## src/rtl/core/bwf_pkg.sv

```systemverilog
// bwf_pkg: shared constants, port payload layouts and the queue item type
// for the bilinear feedback warp. No dependencies.

package bwf_pkg;

  localparam int MAX_WIDTH  = 256;
  localparam int MAX_HEIGHT = 256;
  localparam int BANK_DEPTH = MAX_WIDTH * MAX_HEIGHT;
  localparam int ADDR_W     = $clog2(BANK_DEPTH);
  localparam int TOTAL_W    = ADDR_W + 1;

  localparam int CFG_W      = 9;
  localparam int CFG_IDX_W  = 2;
  localparam int PIX_W      = 8;
  localparam int COORD_W    = 8;
  localparam int IDX_W      = 16;

  localparam int MAX_DIM    = (MAX_WIDTH > MAX_HEIGHT) ? MAX_WIDTH : MAX_HEIGHT;
  localparam int DIM_NAT_W  = $clog2(MAX_DIM + 1);
  localparam int DIM_W      = (DIM_NAT_W > CFG_W) ? DIM_NAT_W : CFG_W;
  localparam int MIN_DIM    = 4;
  localparam int CFG_RESET_DIM = 256;
  localparam int RESET_WIDTH  = (CFG_RESET_DIM > MAX_WIDTH) ? MAX_WIDTH : CFG_RESET_DIM;
  localparam int RESET_HEIGHT = (CFG_RESET_DIM > MAX_HEIGHT) ? MAX_HEIGHT : CFG_RESET_DIM;

  localparam int QUEUE_DEPTH = 4;
  localparam int QPTR_W      = $clog2(QUEUE_DEPTH);

  localparam int PROD_W       = 2 * PIX_W;
  localparam int SUM_W        = PROD_W + 2;
  localparam int WEIGHT_SHIFT = 8;
  localparam int PIX_MAX      = 255;

  localparam int IN_DATA_W  = 7 * COORD_W;
  localparam int OUT_DATA_W = PIX_W + IDX_W;

  // configuration register indexes
  localparam logic [CFG_IDX_W-1:0] REG_ACTIVE_WIDTH  = CFG_IDX_W'(0);
  localparam logic [CFG_IDX_W-1:0] REG_ACTIVE_HEIGHT = CFG_IDX_W'(1);

  // request kinds (in_tuser)
  localparam logic REQ_WARP = 1'b0;
  localparam logic REQ_PLOT = 1'b1;

  // in_tdata layout, lowest field last
  typedef struct packed {
    logic [PIX_W-1:0]   plot_value;
    logic [PIX_W-1:0]   weight_bottom_right;
    logic [PIX_W-1:0]   weight_bottom_left;
    logic [PIX_W-1:0]   weight_top_right;
    logic [PIX_W-1:0]   weight_top_left;
    logic [COORD_W-1:0] pos_y;
    logic [COORD_W-1:0] pos_x;
  } in_data_t;

  // out_tdata layout, lowest field last
  typedef struct packed {
    logic [IDX_W-1:0] dest_index;
    logic [PIX_W-1:0] pixel_value;
  } out_data_t;

  // classified item handed from the front to the back
  typedef struct packed {
    logic              is_plot;
    logic              mem_op;     // reads the source and writes one pixel
    logic              src_b;      // bank b is the source for this item
    logic [ADDR_W-1:0] addr_tl;
    logic [ADDR_W-1:0] addr_tr;
    logic [ADDR_W-1:0] addr_bl;
    logic [ADDR_W-1:0] addr_br;
    logic [ADDR_W-1:0] wr_addr;
    logic              frame_done;
    logic              plot_taken;
    logic [PIX_W-1:0]  w_tl;
    logic [PIX_W-1:0]  w_tr;
    logic [PIX_W-1:0]  w_bl;
    logic [PIX_W-1:0]  w_br;
    logic [PIX_W-1:0]  plot_value;
  } item_t;

endpackage

```

## src/rtl/core/bwf_fifo.sv

```systemverilog
// bwf_fifo: short queue of classified items between front and back.
// Uses bwf_pkg for the item type and depth.

module bwf_fifo
  import bwf_pkg::*;
(
  input  logic  clk,
  input  logic  rst_n,
  input  logic  push,
  input  item_t push_item,
  output logic  push_ready,
  input  logic  pop,
  output logic  pop_valid,
  output item_t pop_item
);

  item_t               mem_r [QUEUE_DEPTH];
  logic [QPTR_W-1:0]   wr_ptr_r, wr_ptr_nxt;
  logic [QPTR_W-1:0]   rd_ptr_r, rd_ptr_nxt;
  logic [QPTR_W:0]     count_r, count_nxt;

  assign push_ready = (count_r != (QPTR_W + 1)'(QUEUE_DEPTH));
  assign pop_valid  = (count_r != '0);
  assign pop_item   = mem_r[rd_ptr_r];

  always_comb begin
    wr_ptr_nxt = wr_ptr_r;
    rd_ptr_nxt = rd_ptr_r;
    count_nxt  = count_r;
    if (push) begin
      wr_ptr_nxt = (wr_ptr_r == QPTR_W'(QUEUE_DEPTH - 1)) ? '0 : wr_ptr_r + QPTR_W'(1);
    end
    if (pop) begin
      rd_ptr_nxt = (rd_ptr_r == QPTR_W'(QUEUE_DEPTH - 1)) ? '0 : rd_ptr_r + QPTR_W'(1);
    end
    if (push && !pop) begin
      count_nxt = count_r + (QPTR_W + 1)'(1);
    end else if (pop && !push) begin
      count_nxt = count_r - (QPTR_W + 1)'(1);
    end
  end

  always_ff @(posedge clk) begin
    if (push) begin
      mem_r[wr_ptr_r] <= push_item;
    end
  end

  always_ff @(posedge clk) begin
    if (!rst_n) begin
      wr_ptr_r <= '0;
      rd_ptr_r <= '0;
      count_r  <= '0;
    end else begin
      wr_ptr_r <= wr_ptr_nxt;
      rd_ptr_r <= rd_ptr_nxt;
      count_r  <= count_nxt;
    end
  end

endmodule

```

## config.mk

```make
export PLATFORM = sky130hd
export DESIGN_NAME = bwf_fifo
export DESIGN_NICKNAME = d
export VERILOG_FILES = /design/src/rtl/core/bwf_pkg.sv /design/src/rtl/core/bwf_fifo.sv
export SDC_FILE = /design/constraint.sdc
export NUM_CORES = 1
export LEC_CHECK = 0
export BUFFER_PORTS_ARGS = -buffer_cell sky130_fd_sc_hd__buf_4
export CORE_ASPECT_RATIO = 1.5
export CORE_UTILIZATION = 57
export CTS_CLUSTER_SIZE = 12
export DETAILED_ROUTE_END_ITERATION = 16
export HOLD_SLACK_MARGIN = 0.15
export PLACE_DENSITY_LB_ADDON = 0.3
export SYNTH_ARGS = -nofsm -noshare
export SYNTH_HDL_FRONTEND = slang
export SYNTH_SLANG_ARGS = --single-unit
export TNS_END_PERCENT = 100
```

## constraint.sdc

```tcl
create_clock -name clk -period 4.5 [get_ports clk]
set_input_delay 0.225 -clock clk [delete_from_list [all_inputs] [get_ports clk]]
set_output_delay 0.225 -clock clk [all_outputs]
set_load 0.01 [all_outputs]
```

### Word-level counts from Yosys, hierarchy flattened

Memories as Yosys holds them, arrays and structs flattened. A register that Yosys moved wholly into a read port is not among the register bits.
Cells that the tools add are included.

* flip-flop bits (word level): 7
* memory bits (writable): 500
* bits of input ports: 129
* output and inout bits: 127
* logic and storage cells: 25
* memories kept: 1

Memory list
* mem_r: depth 4, bits a word 125, read ports 1, clocked after Yosys merged registers in 1, write ports 1, RTL line bwf_fifo.sv:17 `item_t mem_r [QUEUE_DEPTH];`

* add/subtract/negate cells: 4
* equal/unequal tests: 3
* mux-type cells: 8
* reductions and logical operators: 6

Operators with widths (number)
* $mux W2: 4
* $mux W3: 2
* $add A2 B1 Y2 const B: 2
* $eq A2 B2 Y1 const B: 2
* $add A3 B1 Y3 const B: 1
* $ne A3 B3 Y1 const B: 1
* $reduce_bool A3 Y1: 1
* $sub A3 B1 Y3 const B: 1
* $logic_and A1 B1 Y1: 2
* $logic_not A1 Y1: 2
* $mux W1: 2
* $reduce_bool A2 Y1: 1

### Depth between registers and ports, before layout

* depth in word-level cells: 4
* mapped depth: 7
* mapped depth without buffers: 7

### Least setup slack after synthesis

OpenSTA, ideal clock, no wires.

* kind: reg-to-reg
* start: register wr_ptr_r[0]
* end: memory mem_r[3][0] in the netlist's numbering, enable pin
* library setup time: 498 ps
* arrival time: 3414 ps
* slack: 588 ps
* cell stages (with the launch flop): 3
* path buffers: 0
* period minus slack after synthesis: 3912 ps
* path through: dfxtp_1 > ha_1 > and2_1

RTL lines
* start: declaration: RTL line bwf_fifo.sv:18 `logic [QPTR_W-1:0] wr_ptr_r, wr_ptr_nxt;`
* start signal: assignment: RTL line bwf_fifo.sv:55 `wr_ptr_r <= wr_ptr_nxt;`
* end: declaration: RTL line bwf_fifo.sv:17

Straight into the memory's write port.

==> qor.csv <==
stage,metric,value,unit
power,Sw Pwr,0.002092,W
clock_tree,worst skew pair latency,0.54,ns
timing,endpoints failing setup,0,
critical_path,Required @ worst endpoint,4.28,ns
timing,final worst path period share,63.62,%
timing,relative slew slack,28.94,%
die,floorplan row count,80,
power,Reg power frac,54.4,%
grt,largest net degree at the start of global routing,71,
grt,first-pass GRT wire length,53.64,mm
critical_path,worst path cell trace,buf_12 > mux4_2 > buf_4,
grt,initial antenna violation count,4,
synth,Cell variety after synth,21,
synth,combinational family with the most area after synthesis,multiplexers,
cells_and_area,Area growth syn-to-layout,27.39,%
cells_and_area,register area,0.01520,mm2
die,Die Width,149.0,um
power,sw frac,20.64,%
timing,count of final max-slew check failures,0,
die,IO Count,256,
timing,FMAX,349.3,MHz
detailed_routing,Pre-antenna DRT Iters,4,
clock_tree,cts bufs inserted,49,
detailed_routing,initial drt markers,493,
worst_hold_path,HP Class,in2reg,
power,total power,0.01014,W
power,clock share of power,35.1,%
synth,main area contributors after synthesis,"edfxtp_1 81%, mux4_2 15%, dfxtp_1 0.98%",
synth,Synth area leader,edfxtp_1,
grt,GRT Residual Overflow,0,
synth,Post-Synth Simple-Gate Area,0.4947,%
grt,vias in the first global route,9397,
timing,clk_skew,0.01094,ns
critical_path,startpoint types,flip-flop,
critical_path,CP max stage cell,dfxtp_4,
power,Leak,7.980,nW
cells_and_area,layout net count,1252,
cells_and_area,fillers,1803,
clock_tree,Post-CTS Setup Bufs,0,
die,initial core utilization,58.01,%
detailed_routing,drt total wl,35.89,mm
die,Die ar.,0.03313,mm2
synth,mux contribution to synthesized area,15.46,%
synth,sequential share of the synthesized area,82.29,%
critical_path,kind of end point of the critical path,primary output,
placed_design,Buffers on Ports,255,
grt,Global Route Usage Sum,22.22,%
clock_tree,Clk Tree Root Cell,clkbuf_16,
synth,syn_nets,834,
timing,RSZ-0062 raised after global routing,false,
critical_path,crit-path max cell delay,0.76,ns
synth,Syn Std Cell Area,0.01846,mm2
detailed_routing,routed wire length per instance,23.21,um
synth,synth cell count leaders,"500 x edfxtp_1, 125 x mux4_2, 14 x buf_2",
synth,Post-Synth Adder-Cell Area,0.5150,%
synth,Yosys Warn Count,0,
power,peak supply drop,0.3562,mV
clock_tree,H-Tree Depth,2,
timing,setup TNS,0,ns
timing,worst hold margin,0.4232,ns
timing,minimum clock period,2.863,ns
synth,Most used DFF post-synth,edfxtp_1,
placed_design,RD Place Congestion,0.7242,
placed_design,HPWL Detailed,20.62,mm
synth,#FFs+latches synth,509,
cells_and_area,final core utilization,73.90,%
detailed_routing,total number of vias,8707,
critical_path,WS Path Type,reg2out,
synth,Avg Synthesized Cell Area,26.45,um2
die,Die Y-Extent,222.4,um
grt,met3 usage,4.867,%
timing,Final Hold Vio Count,0,
detailed_routing,Vias/cell,5.632,
run,Max-Cap Viols,0,
synth,Post-synth EDFFs,500,
timing,Worst-Margin Slew,1.066,ns
grt,GR Util met2,38.62,%
status,status,finished clean,
synth,Synth top area share,81.32,%
synth,xor and xnor area share after synthesis,0.09487,%
placed_design,Post-Place Cells,1347,
synth,leading cell type by number of instances after synthesis,edfxtp_1,
clock_tree,clk buf depth,3,
cells_and_area,area occupied by multi-input gates,0.003089,mm2
power,power density cells,431.0,mW/mm2
die,core area,0.03183,mm2
synth,Synth Area in Compound Gates,0.1084,%
synth,Post-synth ARST share,0,%
clock_tree,clock transition at the registers of the reported paths,0.06,ns
grt,global routing usage on met1,26.84,%
clock_tree,CTS tree,built,
power,internal power,0.008047,W
detailed_routing,post-route ant nets,0,
power,Comb pwr share,10.5,%
clock_tree,# clock sinks,509,
cells_and_area,share of layout cells above drive strength 1,39.63,%
grt,GR peak layer,met2,
cells_and_area,final std cells w/o fill,1546,
synth,Post-Synthesis Cells,698,
detailed_routing,DRC,0,
critical_path,CP Max Fanout,58,
critical_path,WP data arrival,2.64,ns
## layout by cell type, fill, tap and decap left out, drive strengths merged
cell type and n:
mux4 125, a21boi 1, o21a 1, o21ai 1
nand2 1, nor3 1, nor2 2, xnor2 1
diode 3, bufinv 1, mux2i 4, fa 1
clkbuf 65, dfxtp 9, clkinv 2, edfxtp 500
dlygate4sd3 128, inv 4, nor2b 5, buf 267
ha 6, and2 5, or3 2, xor2 1
## worst max-delay path, delay by kind of cell (launching register included)
kind,cells,cell delay (ns)
flip-flops,1,0.76
multiplexers,1,0.62
buffers and inverters,2,0.61
## path summary, 6_finish.rpt
path / start / to / slack, ns / cells past startpoint
setup / recovery: flip-flop / pop_item[32] / 1.64 / 3
hold / removal: push_item[27] / mem_r[2][27] / 0.42 / 2
setup reg to reg: wr_ptr_r[0] / mem_r[2][103] / 2.22 / 4
hold reg to reg: count_r[2] / count_r[2] / 0.51 / 2
## cell families (layout without fill, tap and decap cells)
family                   Yosys count  after routing
flip-flops                       509            509
multiplexers                     129            129
buffers and inverters             32            467
AND/OR/NAND/NOR                   16             16
adder cells (fa/ha/maj)            7              7
AO/OA/AOI/OAI                      3              3
XOR/XNOR                           2              2
other                              0              3
## metal layers
metal	part of all wire (%)	up-vias	wire length, um
li1	-	3832	-
met1	37	4508	13280
met2	53	291	19130
met3	6.1	74	2194
met4	3.5	2	1270
met5	0.028	-	10
## flip-flops by register name, summed over array words and instances (netlist names), named ones only
register / count
count_r: 3
mem_r: 500
rd_ptr_r: 2
wr_ptr_r: 2
## stage by stage
step	worst slack (ns)	cell area (um2)
2_1_floorplan	0.5878	18460
3_3_place_gp	2.116	20900
3_5_place_dp	2.130	20900
4_1_cts	1.534	23510
5_1_grt	1.443	23520
6_report	1.637	23520
## power groups by stage
stage                     registers [W]  clock network [W]  logic, W
after floorplan                 0.00559                  0  0.000505
after global placement          0.00560                  0  0.000964
after detailed placement        0.00562                  0  0.000978
after CTS                       0.00552            0.00362   0.00108
after global routing            0.00554            0.00378   0.00113
final                           0.00552            0.00356   0.00107
## layout make-up
type / count / share of cell area, %
antenna: 3 / 0.03192
clock buffer: 65 / 5.511
clock inverter: 3 / 0.1596
inverter: 4 / 0.06383
multi-input combinational: 157 / 13.13
sequential: 509 / 64.63
tap: 410 / 2.181
timing repair buffer: 395 / 14.29
## what timing repair did
action                                  4_1_cts  5_1_grt
endpoints found under the setup margin        0        0
hold endpoints to repair                    509        0
resized for setup                             0        0
hold buffers                                128        0
Power figures use the tool's default switching activity.
