--- src/rtl/core/bwf_pkg.sv ---
// bwf_pkg: shared constants, port payload layouts and the queue item type
// for the bilinear feedback warp. No dependencies.

package bwf_pkg;

  localparam int MAX_WIDTH  = 256;
  localparam int MAX_HEIGHT = 256;
  localparam int BANK_DEPTH = MAX_WIDTH * MAX_HEIGHT;
  localparam int ADDR_W     = $clog2(BANK_DEPTH);
  localparam int TOTAL_W    = ADDR_W + 1;

  localparam int CFG_W      = 9;
  localparam int CFG_IDX_W  = 2;
  localparam int PIX_W      = 8;
  localparam int COORD_W    = 8;
  localparam int IDX_W      = 16;

  localparam int MAX_DIM    = (MAX_WIDTH > MAX_HEIGHT) ? MAX_WIDTH : MAX_HEIGHT;
  localparam int DIM_NAT_W  = $clog2(MAX_DIM + 1);
  localparam int DIM_W      = (DIM_NAT_W > CFG_W) ? DIM_NAT_W : CFG_W;
  localparam int MIN_DIM    = 4;
  localparam int CFG_RESET_DIM = 256;
  localparam int RESET_WIDTH  = (CFG_RESET_DIM > MAX_WIDTH) ? MAX_WIDTH : CFG_RESET_DIM;
  localparam int RESET_HEIGHT = (CFG_RESET_DIM > MAX_HEIGHT) ? MAX_HEIGHT : CFG_RESET_DIM;

  localparam int QUEUE_DEPTH = 4;
  localparam int QPTR_W      = $clog2(QUEUE_DEPTH);

  localparam int PROD_W       = 2 * PIX_W;
  localparam int SUM_W        = PROD_W + 2;
  localparam int WEIGHT_SHIFT = 8;
  localparam int PIX_MAX      = 255;

  localparam int IN_DATA_W  = 7 * COORD_W;
  localparam int OUT_DATA_W = PIX_W + IDX_W;

  // configuration register indexes
  localparam logic [CFG_IDX_W-1:0] REG_ACTIVE_WIDTH  = CFG_IDX_W'(0);
  localparam logic [CFG_IDX_W-1:0] REG_ACTIVE_HEIGHT = CFG_IDX_W'(1);

  // request kinds (in_tuser)
  localparam logic REQ_WARP = 1'b0;
  localparam logic REQ_PLOT = 1'b1;

  // in_tdata layout, lowest field last
  typedef struct packed {
    logic [PIX_W-1:0]   plot_value;
    logic [PIX_W-1:0]   weight_bottom_right;
    logic [PIX_W-1:0]   weight_bottom_left;
    logic [PIX_W-1:0]   weight_top_right;
    logic [PIX_W-1:0]   weight_top_left;
    logic [COORD_W-1:0] pos_y;
    logic [COORD_W-1:0] pos_x;
  } in_data_t;

  // out_tdata layout, lowest field last
  typedef struct packed {
    logic [IDX_W-1:0] dest_index;
    logic [PIX_W-1:0] pixel_value;
  } out_data_t;

  // classified item handed from the front to the back
  typedef struct packed {
    logic              is_plot;
    logic              mem_op;     // reads the source and writes one pixel
    logic              src_b;      // bank b is the source for this item
    logic [ADDR_W-1:0] addr_tl;
    logic [ADDR_W-1:0] addr_tr;
    logic [ADDR_W-1:0] addr_bl;
    logic [ADDR_W-1:0] addr_br;
    logic [ADDR_W-1:0] wr_addr;
    logic              frame_done;
    logic              plot_taken;
    logic [PIX_W-1:0]  w_tl;
    logic [PIX_W-1:0]  w_tr;
    logic [PIX_W-1:0]  w_bl;
    logic [PIX_W-1:0]  w_br;
    logic [PIX_W-1:0]  plot_value;
  } item_t;

endpackage

--- src/rtl/core/bwf_front.sv ---
// bwf_front: configuration registers, input acceptance and classification.
// Tracks the destination raster position and the source bank. Uses bwf_pkg.

module bwf_front
  import bwf_pkg::*;
(
  input  logic                 clk,
  input  logic                 rst_n,
  input  logic                 cfg_valid,
  output logic                 cfg_ready,
  input  logic [CFG_IDX_W-1:0] cfg_index,
  input  logic [CFG_W-1:0]     cfg_data,
  input  logic                 in_tvalid,
  output logic                 in_tready,
  input  logic [IN_DATA_W-1:0] in_tdata,
  input  logic                 in_tuser,
  input  logic                 clr_busy,
  input  logic                 q_ready,
  output logic                 q_push,
  output item_t                q_item
);

  function automatic logic [DIM_W-1:0] sat_dim(input logic [CFG_W-1:0] v, input int maxv);
    logic [DIM_W-1:0] ve;
    ve = DIM_W'(v);
    if (ve < DIM_W'(MIN_DIM)) begin
      sat_dim = DIM_W'(MIN_DIM);
    end else if (ve > DIM_W'(maxv)) begin
      sat_dim = DIM_W'(maxv);
    end else begin
      sat_dim = ve;
    end
  endfunction

  logic [DIM_W-1:0]   width_r, width_nxt;
  logic [DIM_W-1:0]   height_r, height_nxt;
  logic [TOTAL_W-1:0] total_r, total_nxt;
  logic [ADDR_W-1:0]  dest_r, dest_nxt;
  logic               src_b_r, src_b_nxt;

  in_data_t           d;
  logic               accept;
  logic               is_plot;
  logic [DIM_W-1:0]   wm2, hm2;
  logic [COORD_W-1:0] x_c, y_c;
  logic [ADDR_W-1:0]  base;
  logic [ADDR_W-1:0]  row;
  logic               in_window;
  logic               last_px;

  assign cfg_ready = 1'b1;

  always_comb begin
    width_nxt  = width_r;
    height_nxt = height_r;
    if (cfg_valid) begin
      unique case (cfg_index)
        REG_ACTIVE_WIDTH:  width_nxt  = sat_dim(cfg_data, MAX_WIDTH);
        REG_ACTIVE_HEIGHT: height_nxt = sat_dim(cfg_data, MAX_HEIGHT);
        default: ;
      endcase
    end
    total_nxt = TOTAL_W'(TOTAL_W'(width_nxt) * TOTAL_W'(height_nxt));
  end

  assign d         = in_tdata;
  assign in_tready = !clr_busy && q_ready;
  assign accept    = in_tvalid && in_tready;
  assign is_plot   = (in_tuser == REQ_PLOT);

  // clamp so the 2x2 neighborhood stays inside the frame
  assign wm2 = width_r - DIM_W'(2);
  assign hm2 = height_r - DIM_W'(2);
  assign x_c = (DIM_W'(d.pos_x) > wm2) ? COORD_W'(wm2) : d.pos_x;
  assign y_c = (DIM_W'(d.pos_y) > hm2) ? COORD_W'(hm2) : d.pos_y;
  assign base = ADDR_W'(ADDR_W'(y_c) * ADDR_W'(width_r)) + ADDR_W'(x_c);
  assign row  = ADDR_W'(width_r);

  assign in_window = (d.pos_x != '0) && (d.pos_y != '0)
                  && ((DIM_W + 1)'(d.pos_x) + (DIM_W + 1)'(3) < (DIM_W + 1)'(width_r))
                  && ((DIM_W + 1)'(d.pos_y) + (DIM_W + 1)'(3) < (DIM_W + 1)'(height_r));

  assign last_px = (TOTAL_W'(dest_r) + TOTAL_W'(1)) >= total_r;

  always_comb begin
    dest_nxt  = dest_r;
    src_b_nxt = src_b_r;
    if (accept && !is_plot) begin
      if (last_px) begin
        dest_nxt  = '0;
        src_b_nxt = !src_b_r;
      end else begin
        dest_nxt = dest_r + ADDR_W'(1);
      end
    end
  end

  always_comb begin
    q_item            = '0;
    q_item.is_plot    = is_plot;
    q_item.src_b      = src_b_r;
    q_item.w_tl       = d.weight_top_left;
    q_item.w_tr       = d.weight_top_right;
    q_item.w_bl       = d.weight_bottom_left;
    q_item.w_br       = d.weight_bottom_right;
    q_item.plot_value = d.plot_value;
    if (is_plot) begin
      q_item.mem_op     = in_window;
      q_item.addr_tl    = base;
      q_item.addr_tr    = base;
      q_item.addr_bl    = base;
      q_item.addr_br    = base;
      q_item.wr_addr    = in_window ? base : '0;
      q_item.plot_taken = in_window;
    end else begin
      q_item.mem_op     = 1'b1;
      q_item.addr_tl    = base;
      q_item.addr_tr    = base + ADDR_W'(1);
      q_item.addr_bl    = base + row;
      q_item.addr_br    = base + row + ADDR_W'(1);
      q_item.wr_addr    = dest_r;
      q_item.frame_done = last_px;
    end
  end

  assign q_push = accept;

  always_ff @(posedge clk) begin
    if (!rst_n) begin
      width_r  <= DIM_W'(RESET_WIDTH);
      height_r <= DIM_W'(RESET_HEIGHT);
      total_r  <= TOTAL_W'(RESET_WIDTH * RESET_HEIGHT);
      dest_r   <= '0;
      src_b_r  <= 1'b0;
    end else begin
      width_r  <= width_nxt;
      height_r <= height_nxt;
      total_r  <= total_nxt;
      dest_r   <= dest_nxt;
      src_b_r  <= src_b_nxt;
    end
  end

endmodule

--- config.mk ---
export PLATFORM = sky130hd
export DESIGN_NAME = bwf_front
export DESIGN_NICKNAME = d
export VERILOG_FILES = /design/src/rtl/core/bwf_pkg.sv /design/src/rtl/core/bwf_front.sv
export SDC_FILE = /design/constraint.sdc
export NUM_CORES = 1
export LEC_CHECK = 0
export ABC_AREA = 1
export CAP_MARGIN = 10
export CORE_MARGIN = 2
export CORE_UTILIZATION = 36
export DETAILED_ROUTE_END_ITERATION = 10
export DONT_BUFFER_PORTS = 1
export GPL_TIMING_DRIVEN = 0
export PLACE_DENSITY = 0.57
export SYNTH_ARGS = -nofsm -noshare
export SYNTH_HDL_FRONTEND = slang
export SYNTH_SLANG_ARGS = --single-unit
--- constraint.sdc ---
create_clock -name clk -period 22.7 [get_ports clk]
set_clock_uncertainty 0.15 [all_clocks]
set_input_delay 1.135 -clock clk [delete_from_list [all_inputs] [get_ports clk]]
set_output_delay 1.135 -clock clk [all_outputs]
set_load 0.02 [all_outputs]
# Yosys cells after proc, flatten, opt, wreduce, memory -nomap -nowiden
# Index checks and enable logic that the tools add are counted.
# W data, S select, Z words.
dict set report word_totals {
  rom_bits 0
  wordCells 52
  in_bits 74
  latchBits 0
  memories 0
  mem_bits_rw 0
  regBits 52
}
dict set report classes {
  div 0
  mux 14
  n_eq_ne 1
  n_mul 2
  n_shift 0
  n_lt_le_gt_ge 7
  addsub 10
  bitwise_logic 0
  reduce_logical 13
}
# op count
set op_table {}
lappend op_table {{$mux W64} 1}
lappend op_table {{$mux W9} 6}
lappend op_table {{$add A16 B1 Y16 const B} 3}
lappend op_table {{$mux W16} 2}
lappend op_table {{$add A8 B2 Y9 const B} 2}
lappend op_table {{$gt A8 B9 Y1} 2}
lappend op_table {{$lt A9 B9 Y1} 2}
lappend op_table {{$sub A9 B2 Y9 const B} 2}
lappend op_table {{$add A16 B1 Y17 const B} 1}
lappend op_table {{$ge A17 B17 Y1} 1}
lappend op_table {{$mul A9 B9 Y17} 1}
lappend op_table {{$add A16 B8 Y16} 1}
lappend op_table {{$add A16 B9 Y16} 1}
lappend op_table {{$mul A8 B9 Y16} 1}
lappend op_table {{$mux W8} 2}
lappend op_table {{$reduce_bool A8 Y1} 2}
lappend op_table {{$gt A9 B9 Y1 const B} 1}
lappend op_table {{$lt A9 B3 Y1 const B} 1}
lappend op_table {{$logic_and A1 B1 Y1} 6}
lappend op_table {{$logic_not A1 Y1} 3}
lappend op_table {{$mux W1} 3}
lappend op_table {{$eq A2 B1 Y1 const B} 1}
lappend op_table {{$logic_not A2 Y1} 1}
lappend op_table {{$reduce_and A2 Y1} 1}

# Depth between registers and ports, before layout
# Gate-level depths: netlist (run 1).
dict set report logic_depth {
  depth_word 8
  depth_mapped 49
  depth_no_buf 49
}

# Worst setup path before layout (run 1)
# No wires, ideal clock.
dict set report synth_path {
  kind {input to output}
  from {input in_tdata[10]}
  to {output q_item[70] (netlist bit)}
  arrival_ps 7928
  path_stages 41
  slack_ps 13487
  required_ps 21415
  path_buffers 0
  path_cell_list {ha_1 -> a21oi_1 -> nand2_1 -> nand2_1 -> nand2_1 -> nand2_1 -> nand2_1 -> nand2_1 -> nand2_1 -> nand2_2 -> clkinv_1 -> o21ai_1 -> nor2_1 -> fa_1 -> fa_1 -> inv_1 -> fa_1 -> fa_1 -> [... 5 more ...] -> or2_2 -> nand2_1 -> inv_1 -> ha_1 -> nand2_1 -> nor2_1 -> nand2_1 -> nand2_1 -> nand2_1 -> nand2_1 -> nand3_2 -> inv_1 -> nand3_1 -> nand2_1 -> inv_2 -> o21ai_0 -> nand2_1 -> o21ai_1}
}
# element line_no
set synth_lines {}
lappend synth_lines {{from (decl)} bwf_front.sv:15} ;# input logic [IN_DATA_W-1:0] in_tdata,
lappend synth_lines {{to (decl)} bwf_front.sv:20} ;# output item_t q_item

==> flow_metrics.py, run 1 <==
metrics = {
    "placement": {
        "gp_congestion": 0.888,
        "port_buffers": 0,
        "hpwlAfterDp_microns": 26200,
    },
    "clocking": {
        "h-tree-depth": 2,
        "ctsResizeCount": 0,
        "path_clk_slew_ns": 0.08,
        "cts_tree": "built",
        "clock_path_buffers": 2,
        "root_buffer": "clkbuf_16",
        "cts_sinks": 52,
        "post-cts-setup-buffers": 0,
        "hold_buffers": 0,
        "cts_buffers": 5,
        "clk_latency_ns": 0.30,
    },
    "route": {
        "ant_nets": 0,
        "first_pass_iters": 5,
        "wl_per_cell_microns": 14.9,
        "via_per_inst": 4.92,
        "drt_iter0_drc": 508,
        "vias": 10091,
        "drc": 0,
        "wl_microns": 30600,
    },
    "sta": {
        "period_share_pct": 47.8,
        "fmax_mhz": 92.2,
        "rsz0062_at_grt": "no",
        "fin_setup_tns_ns": 0,
        "finalSetupViolCount": 0,
        "min_period_ns": 10.85,
        "slew_headroom_pct": 38.9,
        "tightest_slew_ns": 0.907,
        "slew_violations": 0,
        "hold_viol": 0,
    },
    "worst_setup_path": {
        "path_depth": 42,
        "worstPathRequired_ns": 21.42,
        "max_stage_delay_ns": 0.65,
        "crit_type": "flip-flop to output pin",
        "r2r_setup_slack_ns": 17.11,
        "crit_path_start_kind": "flip-flop",
        "cp-startpoint": "width_r[1]$_SDFF_PN0_",
        "crit_arrival_ns": 9.56,
        "r2r_cells": 21,
        "r2r-start": "width_r[5]$_SDFF_PN0_",
        "path_common_cell": "nand2_1",
        "crit_family": "adder cells",
        "endpoint_kind": "output pin",
        "slowest_stage": "dfxtp_1",
        "path_max_fanout": 10,
        "worst-path-buf-inv": 9,
    },
    "synthesis": {
        "ys_ff_latch": 52,
        "ys_warn_count": 0,
        "mappedNetlistArea_sq_um": 11100,
        "syn_avg_cell_area_sq_um": 6.73,
        "synth_fp_nets": 1958,
        "synthCells": 1646,
        "ys_seq_area_share_pct": 9.40,
        "ys_types": 52,
    },
    "global_route": {
        "grt_start_max_net_pins": 18,
        "grt_first_pass_wirelength_microns": 49000,
        "overflow": 0,
        "grt_usage_pct": 19.2,
        "antenna_found_initial": 0,
        "grt_pass1_vias": 9670,
    },
    "hold_path": {
        "hold_class": "flip-flop to flip-flop",
        "min-delay-start": "dest_r[15]$_SDFFE_PN0P_",
        "hold_depth": 2,
    },
    "job": {
        "cap_violations": 0,
    },
    "power": {
        "powerDensity_nw_per_um2": 51.1,
        "p_leak_uw": 0.00641,
        "p_int_uw": 244,
        "seqPwrFrac_pct": 16.1,
        "p_clk_share_pct": 13.3,
        "switching_share_pct": 59.2,
        "p_sw_uw": 354,
        "comb_power_share_pct": 70.6,
        "vdd.ir_drop.worst_mv": 0.0267,
    },
    "floorplanning": {
        "ios": 202,
        "dieHeight_microns": 179,
        "die_area_sq_um": 32200,
        "start_util_pct": 36.4,
        "die_x_microns": 179,
        "core_sq_um": 30400,
        "num_rows": 64,
    },
    "cells_and_area": {
        "drive_above_1_share_pct": 7.07,
        "diodes": 0,
        "final_nets": 1965,
        "syn_to_final_growth_pct": 5.80,
        "fill_cells": 3281,
        "final_util_pct": 38.5,
    },
    "status": {
        "status": "finished, final reports clean",
    },
}
worst register-to-register path: stages (launching register included):
cell and delay [ns]:
dfxtp_1 0.37, clkbuf_1 0.44, nand2_1 0.10, o21ai_1 0.42
inv_1 0.18, nor2_1 0.18, fa_1 0.43, inv_1 0.08
fa_1 0.41, inv_1 0.11, fa_1 0.42, fa_1 0.49
ha_1 0.39, nand2_1 0.07, o21ai_0 0.32, a31oi_1 0.18
o21ai_0 0.31, nand2_1 0.08, nand2_1 0.06, a21oi_1 0.06
o21ai_0 0.15, a21oi_1 0.07
per-stage QoR:
step / hold WS (ns) / cells / instance area (sq um) / setup WS [ns] / power (uW)
floorplan: 0.325 / 1646 / 11100 / 13.49 / 430
global placement: 0.349 / 2042 / 11600 / 12.23 / 517
detailed placement: 0.373 / 2042 / 11600 / 12.18 / 519
CTS: 0.387 / 2050 / 11700 / 11.82 / 600
global route: 0.416 / 2050 / 11700 / 11.14 / 652
finish: 0.385 / 2050 / 11700 / 11.85 / 598
routing by layer:
| layer | GRT usage, % | part of all wire [%] | vias to the layer above | wire length (microns) |
|---|---|---|---|---|
| met5 | 0 | 0 | - | 0 |
| met4 | 4.47 | 2.0 | 0 | 607 |
| met3 | 1.79 | 5.0 | 40 | 1540 |
| met2 | 36.0 | 52 | 261 | 15900 |
| met1 | 23.5 | 41 | 4740 | 12500 |
| li1 | - | - | 5050 | - |
worst paths after layout:
check / endpoint
worst max register to register: total_r[15]$_SDFF_PN0_
worst max-delay path: q_item[70]
worst min register to register: dest_r[15]$_SDFFE_PN0P_
worst min-delay path: dest_r[15]$_SDFFE_PN0P_
power groups by stage:
stage          Clock [uW]  Combinational [uW]  Sequential, uW
6_report             79.8                 422            96.2
3_3_place_gp            0                 419            98.3
2_1_floorplan           0                 333            97.2
3_5_place_dp            0                 421            98.3
5_1_grt              83.6                 472            96.4
4_1_cts              80.8                 423            96.2
cell families (layout without fill, tap and decap cells):
logic type / after synthesis / in the layout / synth area share (%)
flops: 52 / 52 / 9.40
xor+xnor: 61 / 61 / 4.96
simple gates: 687 / 687 / 27.0
other cells: 1 / 1 / 0.0339
buf+inv: 426 / 434 / 16.1
compound gates: 180 / 180 / 8.85
fa+ha+maj: 238 / 238 / 33.6
mux: 1 / 1 / 0.0904
layout by cell type (no fill, tap or decap), types with 7 or more instances in the layout:
cell type,n
nand4_1,17
nor2_2,7
fa_1,99
nand2_2,16
nor3_1,14
nand3_2,7
inv_2,7
clkbuf_1,15
xnor2_1,11
xor2_1,48
o21ai_1,10
dfxtp_1,52
a21oi_1,64
nand3_1,57
nand2_1,354
o22ai_1,14
o21ai_0,71
buf_4,43
nor2_1,184
ha_1,139
clkinv_1,8
inv_1,346
nand3b_1,8
area by class of cell:
type / count / area [sq um] / share of cell area [%]
inverters: 362 / 1360 / 11.6
multi-input cells: 1168 / 8250 / 70.4
well taps: 396 / 495 / 4.23
clock inverters: 3 / 21.3 / 0.182
clock buffers: 5 / 125 / 1.07
flip-flops and latches: 52 / 1040 / 8.89
plain buffers: 64 / 422 / 3.60
sequential cells by signal (all words and copies together), names as in the netlist:
signal,cells
src_b_r,1
height_r,9
total_r,17
dest_r,16
width_r,9
synthesized netlist by cell type, drive strengths merged:
| library cell | number | area share [%] |
|---|---|---|
| o21ai | 81 | 3.7 |
| conb | 1 | 0.034 |
| nor3 | 21 | 1.4 |
| o31ai | 3 | 0.20 |
| and2 | 1 | 0.057 |
| xnor2 | 13 | 1.2 |
| nand3b | 10 | 0.82 |
| o211ai | 3 | 0.20 |
| mux2i | 1 | 0.090 |
| nand3 | 64 | 3.2 |
| fa | 99 | 18 |
| o21bai | 2 | 0.17 |
| o21a | 4 | 0.27 |
| inv | 354 | 12 |
| dfxtp | 52 | 9.4 |
| a21o | 1 | 0.068 |
| or2 | 2 | 0.11 |
| a221oi | 1 | 0.079 |
| buf | 49 | 3.3 |
| a31oi | 2 | 0.11 |
| nand2 | 372 | 13 |
| nor3b | 1 | 0.068 |
| nor2 | 192 | 6.7 |
| o22ai | 14 | 0.79 |
| nor4 | 6 | 0.40 |
| xor2 | 48 | 3.8 |
| nand4 | 18 | 1.1 |
| o2111ai | 1 | 0.079 |
| clkbuf | 15 | 0.51 |
| clkinv | 8 | 0.27 |
| ha | 139 | 16 |
| a21oi | 68 | 3.2 |
Power figures use the tool's default switching activity.
==> run 2: changes to the inputs <==
- PLACE_DENSITY: 0.57 -> 0.59
- clock period: 22.7 -> 9.2 ns (I/O delays scaled with it)
==> flow_metrics.py, run 2 (synthesized netlist as in run 1, its figures left out) <==
metrics = {
    "status": {
        "status": "finished, final reports clean",
    },
    "worst_setup_path": {
        "crit_path_start_kind": "flip-flop",
        "path_common_cell": "nand2_1",
        "r2r-start": "height_r[1]$_SDFF_PN0_",
        "endpoint_kind": "output pin",
        "crit_arrival_ns": 8.13,
        "crit_type": "flip-flop to output pin",
        "r2r_cells": 19,
        "slowest_stage": "fa_1",
        "worst-path-buf-inv": 8,
        "path_max_fanout": 8,
        "crit_family": "adder cells",
        "worstPathRequired_ns": 8.59,
        "r2r_setup_slack_ns": 3.68,
        "r2r_end": "total_r[15]$_SDFF_PN0_",
        "max_stage_delay_ns": 0.56,
    },
    "clocking": {
        "hold_buffers": 0,
        "cts_tree": "built",
        "cts_buffers": 5,
        "clock_path_buffers": 2,
        "root_buffer": "clkbuf_16",
        "cts_sinks": 52,
        "h-tree-depth": 2,
        "clk_latency_ns": 0.30,
        "path_clk_slew_ns": 0.07,
    },
    "sta": {
        "slew_violations": 0,
        "slew_headroom_pct": 35.7,
        "finalWorstSetupSlack_ns": 0.464,
        "fmax_mhz": 114,
        "whs_ns": 0.273,
        "tightest_slew_ns": 0.954,
        "min_period_ns": 8.74,
        "finalSetupViolCount": 0,
        "hold_viol": 0,
        "period_share_pct": 95.0,
    },
    "power": {
        "p_int_uw": 633,
        "powerDensity_nw_per_um2": 128,
        "p_sw_uw": 907,
        "switching_share_pct": 58.9,
        "vdd.ir_drop.worst_mv": 0.0686,
        "p_leak_uw": 0.00652,
        "seqPwrFrac_pct": 15.4,
        "comb_power_share_pct": 71.8,
        "p_clk_share_pct": 12.8,
    },
    "route": {
        "first_pass_iters": 5,
        "drc": 0,
        "ant_nets": 0,
        "via_per_inst": 4.99,
        "vias": 10287,
        "drt_iter0_drc": 485,
        "wl_microns": 31300,
        "wl_per_cell_microns": 15.2,
    },
    "floorplanning": {
        "start_util_pct": 36.4,
        "ios": 202,
        "die_area_sq_um": 32200,
        "dieHeight_microns": 179,
        "die_x_microns": 179,
        "num_rows": 64,
        "core_sq_um": 30400,
    },
    "cells_and_area": {
        "drive_above_1_share_pct": 10.9,
        "final_common_cell": "nand2_1",
        "final_nets": 1977,
        "top_regs": "total_r x17, dest_r x16",
        "largest_reg_flops": 17,
        "final_cell_mix": "nand2_1 (346), inv_1 (335), nor2_1 (183), ha_1 (136), fa_1 (99)",
        "final_cell_area_sq_um": 12000,
        "regMostFlops": "total_r",
        "fill_cells": 3286,
        "syn_to_final_growth_pct": 8.75,
        "final_util_pct": 39.6,
        "diodes": 0,
    },
    "hold_path": {
        "hold_class": "input pin to flip-flop",
        "hold_depth": 4,
        "min-delay-start": "cfg_data[6]",
        "min_to": "width_r[6]$_SDFF_PN0_",
    },
    "global_route": {
        "grt_start_max_net_pins": 19,
        "grt_pass1_vias": 9924,
        "antenna_found_initial": 0,
        "overflow": 0,
        "grt_usage_pct": 19.6,
        "grt_first_pass_wirelength_microns": 49800,
    },
    "placement": {
        "dp_slack_ns": -0.614,
        "hpwlAfterDp_microns": 26300,
        "port_buffers": 0,
        "place_area_sq_um": 11600,
        "gp_congestion": 0.885,
    },
    "job": {
        "cap_violations": 0,
    },
}
==> run 2: how the worst max path moves through the flow <==
stage                      startpoint  cells past startpoint  slack [ns]          to
6_report       height_r[1]$_SDFF_PN0_                     45        0.46  q_item[73]
5_1_grt         width_r[1]$_SDFF_PN0_                     44       -0.03  q_item[73]
4_1_cts         width_r[4]$_SDFF_PN0_                     43        0.01  q_item[73]
3_5_place_dp    width_r[1]$_SDFF_PN0_                     42       -0.61  q_item[70]
3_3_place_gp    width_r[1]$_SDFF_PN0_                     42       -0.58  q_item[70]
2_1_floorplan   width_r[1]$_SDFF_PN0_                     42        0.93  q_item[70]
==> run 2: area by class of cell <==
type	count	area, sq um	area share [%]
Clock buffer	5	125	1.04
Buffer	64	429	3.56
Timing Repair Buffer	11	82.6	0.686
Tap cell	396	495	4.11
Clock inverter	3	27.5	0.229
Multi-Input combinational cell	1168	8430	70.0
Sequential cell	52	1050	8.75
Inverter	362	1390	11.6
Timing Repair inverter	1	6.26	0.0520
==> run 2: layer usage <==
metal  share of wire (%)  global-route usage (%)  vias to the layer above
met1                  42                    23.7                     4890
met3                 4.4                    2.15                       60
li1                    -                       -                     5066
met2                  51                    36.1                      271
met5                   0                       0                        -
met4                 3.1                    6.32                        0
==> run 2: worst reg2reg max path, stage by stage (launching register included) <==
cell     delay [ns]
dfxtp_1        0.39
inv_2          0.09
buf_4          0.14
o21ai_1        0.65
nand2_1        0.20
fa_1           0.56
inv_1          0.06
fa_1           0.52
fa_1           0.44
fa_1           0.49
ha_1           0.39
nand2_1        0.06
o21ai_0        0.34
a31oi_1        0.19
o21ai_0        0.33
nand2_1        0.09
nand2_1        0.07
a21oi_1        0.07
o21ai_0        0.14
a21oi_1        0.06
==> run 2: timing repair <==
action                                  4_1_cts  5_1_grt
endpoints found under the setup margin       16       15
buffers inserted                              0       11
gates resized for setup                      23       63
gates cloned                                  0        1
endpoints found under the hold margin         0        0
pin swaps                                     0       12
==> run 2: power by group through the flow <==
stage	Combinational, uW	Clock, uW	Sequential [uW]
5_1_grt	1220	212	238
6_report	1100	197	237
2_1_floorplan	822	0	240
4_1_cts	1060	203	237
3_3_place_gp	1040	0	242
3_5_place_dp	1040	0	243
==> run 2: per-stage QoR <==
step	power, uW	cells	setup TNS [ns]
2_1_floorplan	1060	1646	0
3_3_place_gp	1280	2042	-2.75
3_5_place_dp	1290	2042	-3.32
4_1_cts	1500	2050	0
5_1_grt	1670	2062	-0.0298
6_report	1540	2062	0
==> run 3: changes to the inputs <==
- PLACE_DENSITY: 0.59 -> 0.57
- SKIP_CTS_REPAIR_TIMING: default -> 1
- clock period: 9.2 -> 9.1 ns (I/O delays scaled with it)
==> flow_metrics.py, run 3 (synthesized netlist as in run 1, its figures left out) <==
metrics = {
    "worst_setup_path": {
        "r2r_end": "total_r[15]$_SDFF_PN0_",
        "path_max_fanout": 9,
        "r2r-start": "width_r[8]$_SDFF_PN1_",
        "path_common_cell": "nand2_1",
        "crit_arrival_ns": 8.07,
        "crit_path_start_kind": "flip-flop",
        "crit_type": "flip-flop to output pin",
        "max_stage_delay_ns": 0.55,
        "slowest_stage": "fa_1",
        "r2r_setup_slack_ns": 3.60,
        "worstPathRequired_ns": 8.50,
        "endpoint_kind": "output pin",
        "r2r_cells": 19,
    },
    "clocking": {
        "clk_latency_ns": 0.30,
        "path_clk_slew_ns": 0.07,
        "clock_path_buffers": 2,
        "cts_buffers": 5,
        "h-tree-depth": 2,
        "cts_tree": "built",
        "cts_sinks": 52,
        "root_buffer": "clkbuf_16",
    },
    "power": {
        "switching_share_pct": 58.5,
        "p_sw_uw": 921,
        "seqPwrFrac_pct": 15.2,
        "p_leak_uw": 0.00659,
        "vdd.ir_drop.worst_mv": 0.0851,
        "powerDensity_nw_per_um2": 128,
        "comb_power_share_pct": 72.2,
        "p_clk_share_pct": 12.5,
        "p_int_uw": 653,
    },
    "placement": {
        "dp_slack_ns": -0.742,
        "port_buffers": 0,
        "hpwlAfterDp_microns": 26200,
        "place_inst": 2042,
        "gp_congestion": 0.888,
    },
    "sta": {
        "hold_viol": 0,
        "slew_violations": 0,
        "slew_headroom_pct": 37.0,
        "min_period_ns": 8.67,
        "fmax_mhz": 115,
        "period_share_pct": 95.3,
        "finalWorstSetupSlack_ns": 0.428,
        "tightest_slew_ns": 0.935,
        "fin_setup_tns_ns": 0,
        "finalSetupViolCount": 0,
        "whs_ns": 0.284,
    },
    "cells_and_area": {
        "final_cell_mix": "nand2_1 (345), inv_1 (337), nor2_1 (180), ha_1 (134), fa_1 (98)",
        "diodes": 0,
        "final_common_cell": "nand2_1",
        "multiInputGateArea_sq_um": 8520,
        "fin_cells": 2078,
        "fill_cells": 3242,
        "syn_to_final_growth_pct": 10.7,
        "regMostFlops": "total_r",
        "seqCellArea_sq_um": 1060,
        "final_nets": 1993,
        "largest_reg_flops": 17,
        "top_regs": "total_r x17, dest_r x16",
        "drive_above_1_share_pct": 12.5,
    },
    "route": {
        "drc": 0,
        "ant_nets": 0,
        "wl_per_cell_microns": 15.0,
        "via_per_inst": 4.91,
        "wl_microns": 31200,
        "first_pass_iters": 7,
        "vias": 10197,
        "drt_iter0_drc": 460,
    },
    "global_route": {
        "met3_usage_pct": 1.79,
        "top_usage_layer": "met2",
        "overflow": 0,
        "use_met2_pct": 36.0,
        "grt_pass1_vias": 9670,
        "grt.met1_usage_pct": 23.5,
        "grt_start_max_net_pins": 18,
        "grt_first_pass_wirelength_microns": 49000,
        "grt_usage_pct": 19.2,
        "antenna_found_initial": 0,
    },
    "floorplanning": {
        "ios": 202,
        "core_sq_um": 30400,
        "die_x_microns": 179,
        "dieHeight_microns": 179,
        "num_rows": 64,
        "start_util_pct": 36.4,
        "die_area_sq_um": 32200,
    },
    "status": {
        "status": "finished, final reports clean",
    },
    "hold_path": {
        "min-delay-start": "cfg_index[0]",
        "hold_class": "input pin to flip-flop",
        "min_to": "width_r[6]$_SDFF_PN0_",
        "hold_depth": 3,
    },
    "job": {
        "cap_violations": 0,
    },
}
[run 3: worst max-delay path by stage]
| stage | start | end | slack, ns |
|---|---|---|---|
| 4_1_cts | width_r[1]$_SDFF_PN0_ | q_item[70] | -1.11 |
| 5_1_grt | height_r[1]$_SDFF_PN0_ | q_item[73] | -0.06 |
| 2_1_floorplan | width_r[1]$_SDFF_PN0_ | q_item[70] | 0.84 |
| 3_5_place_dp | width_r[1]$_SDFF_PN0_ | q_item[70] | -0.74 |
| 6_report | width_r[1]$_SDFF_PN0_ | q_item[71] | 0.43 |
| 3_3_place_gp | width_r[1]$_SDFF_PN0_ | q_item[70] | -0.69 |
[run 3: layer usage]
metal	wire (microns)	up-vias	share of wire, %
li1	-	5105	-
met1	12900	4826	42
met2	16300	228	52
met3	1320	38	4.2
met4	593	0	1.9
met5	0	-	0
[run 3: cell type report]
class | instances | area share [%]
multi-input combinational | 1168 | 69.5
inverter | 362 | 11.4
sequential | 52 | 8.61
tap | 396 | 4.04
buffer | 64 | 3.53
timing repair buffer | 27 | 1.68
clock buffer | 5 | 1.02
clock inverter | 3 | 0.174
timing repair inverter | 1 | 0.0612
[run 3: through the flow]
step           area, sq um  total power, uW  util, %
2_1_floorplan        11100             1070        -
3_3_place_gp         11600             1290     38.0
3_5_place_dp         11600             1300     38.0
4_1_cts              11700             1500     38.5
5_1_grt              12300             1710     40.3
6_report             12300             1570     40.3
[run 3: worst max-delay path: cells and delay by family (launching register included)]
| family | cells | cell delay [ns] |
|---|---|---|
| AO/OA/AOI/OAI | 7 | 1.23 |
| AND/OR/NAND/NOR | 17 | 1.82 |
| flip-flops | 1 | 0.41 |
| buffers and inverters | 10 | 1.06 |
| adder cells (fa/ha/maj) | 8 | 3.09 |
| XOR/XNOR | 1 | 0.17 |
[run 3: power by group through the flow]
| stage | combinational [uW] | sequential [uW] | clock [uW] |
|---|---|---|---|
| 2_1_floorplan | 831 | 243 | 0 |
| 3_3_place_gp | 1050 | 245 | 0 |
| 3_5_place_dp | 1050 | 245 | 0 |
| 4_1_cts | 1060 | 240 | 202 |
| 5_1_grt | 1260 | 240 | 209 |
| 6_report | 1140 | 240 | 197 |
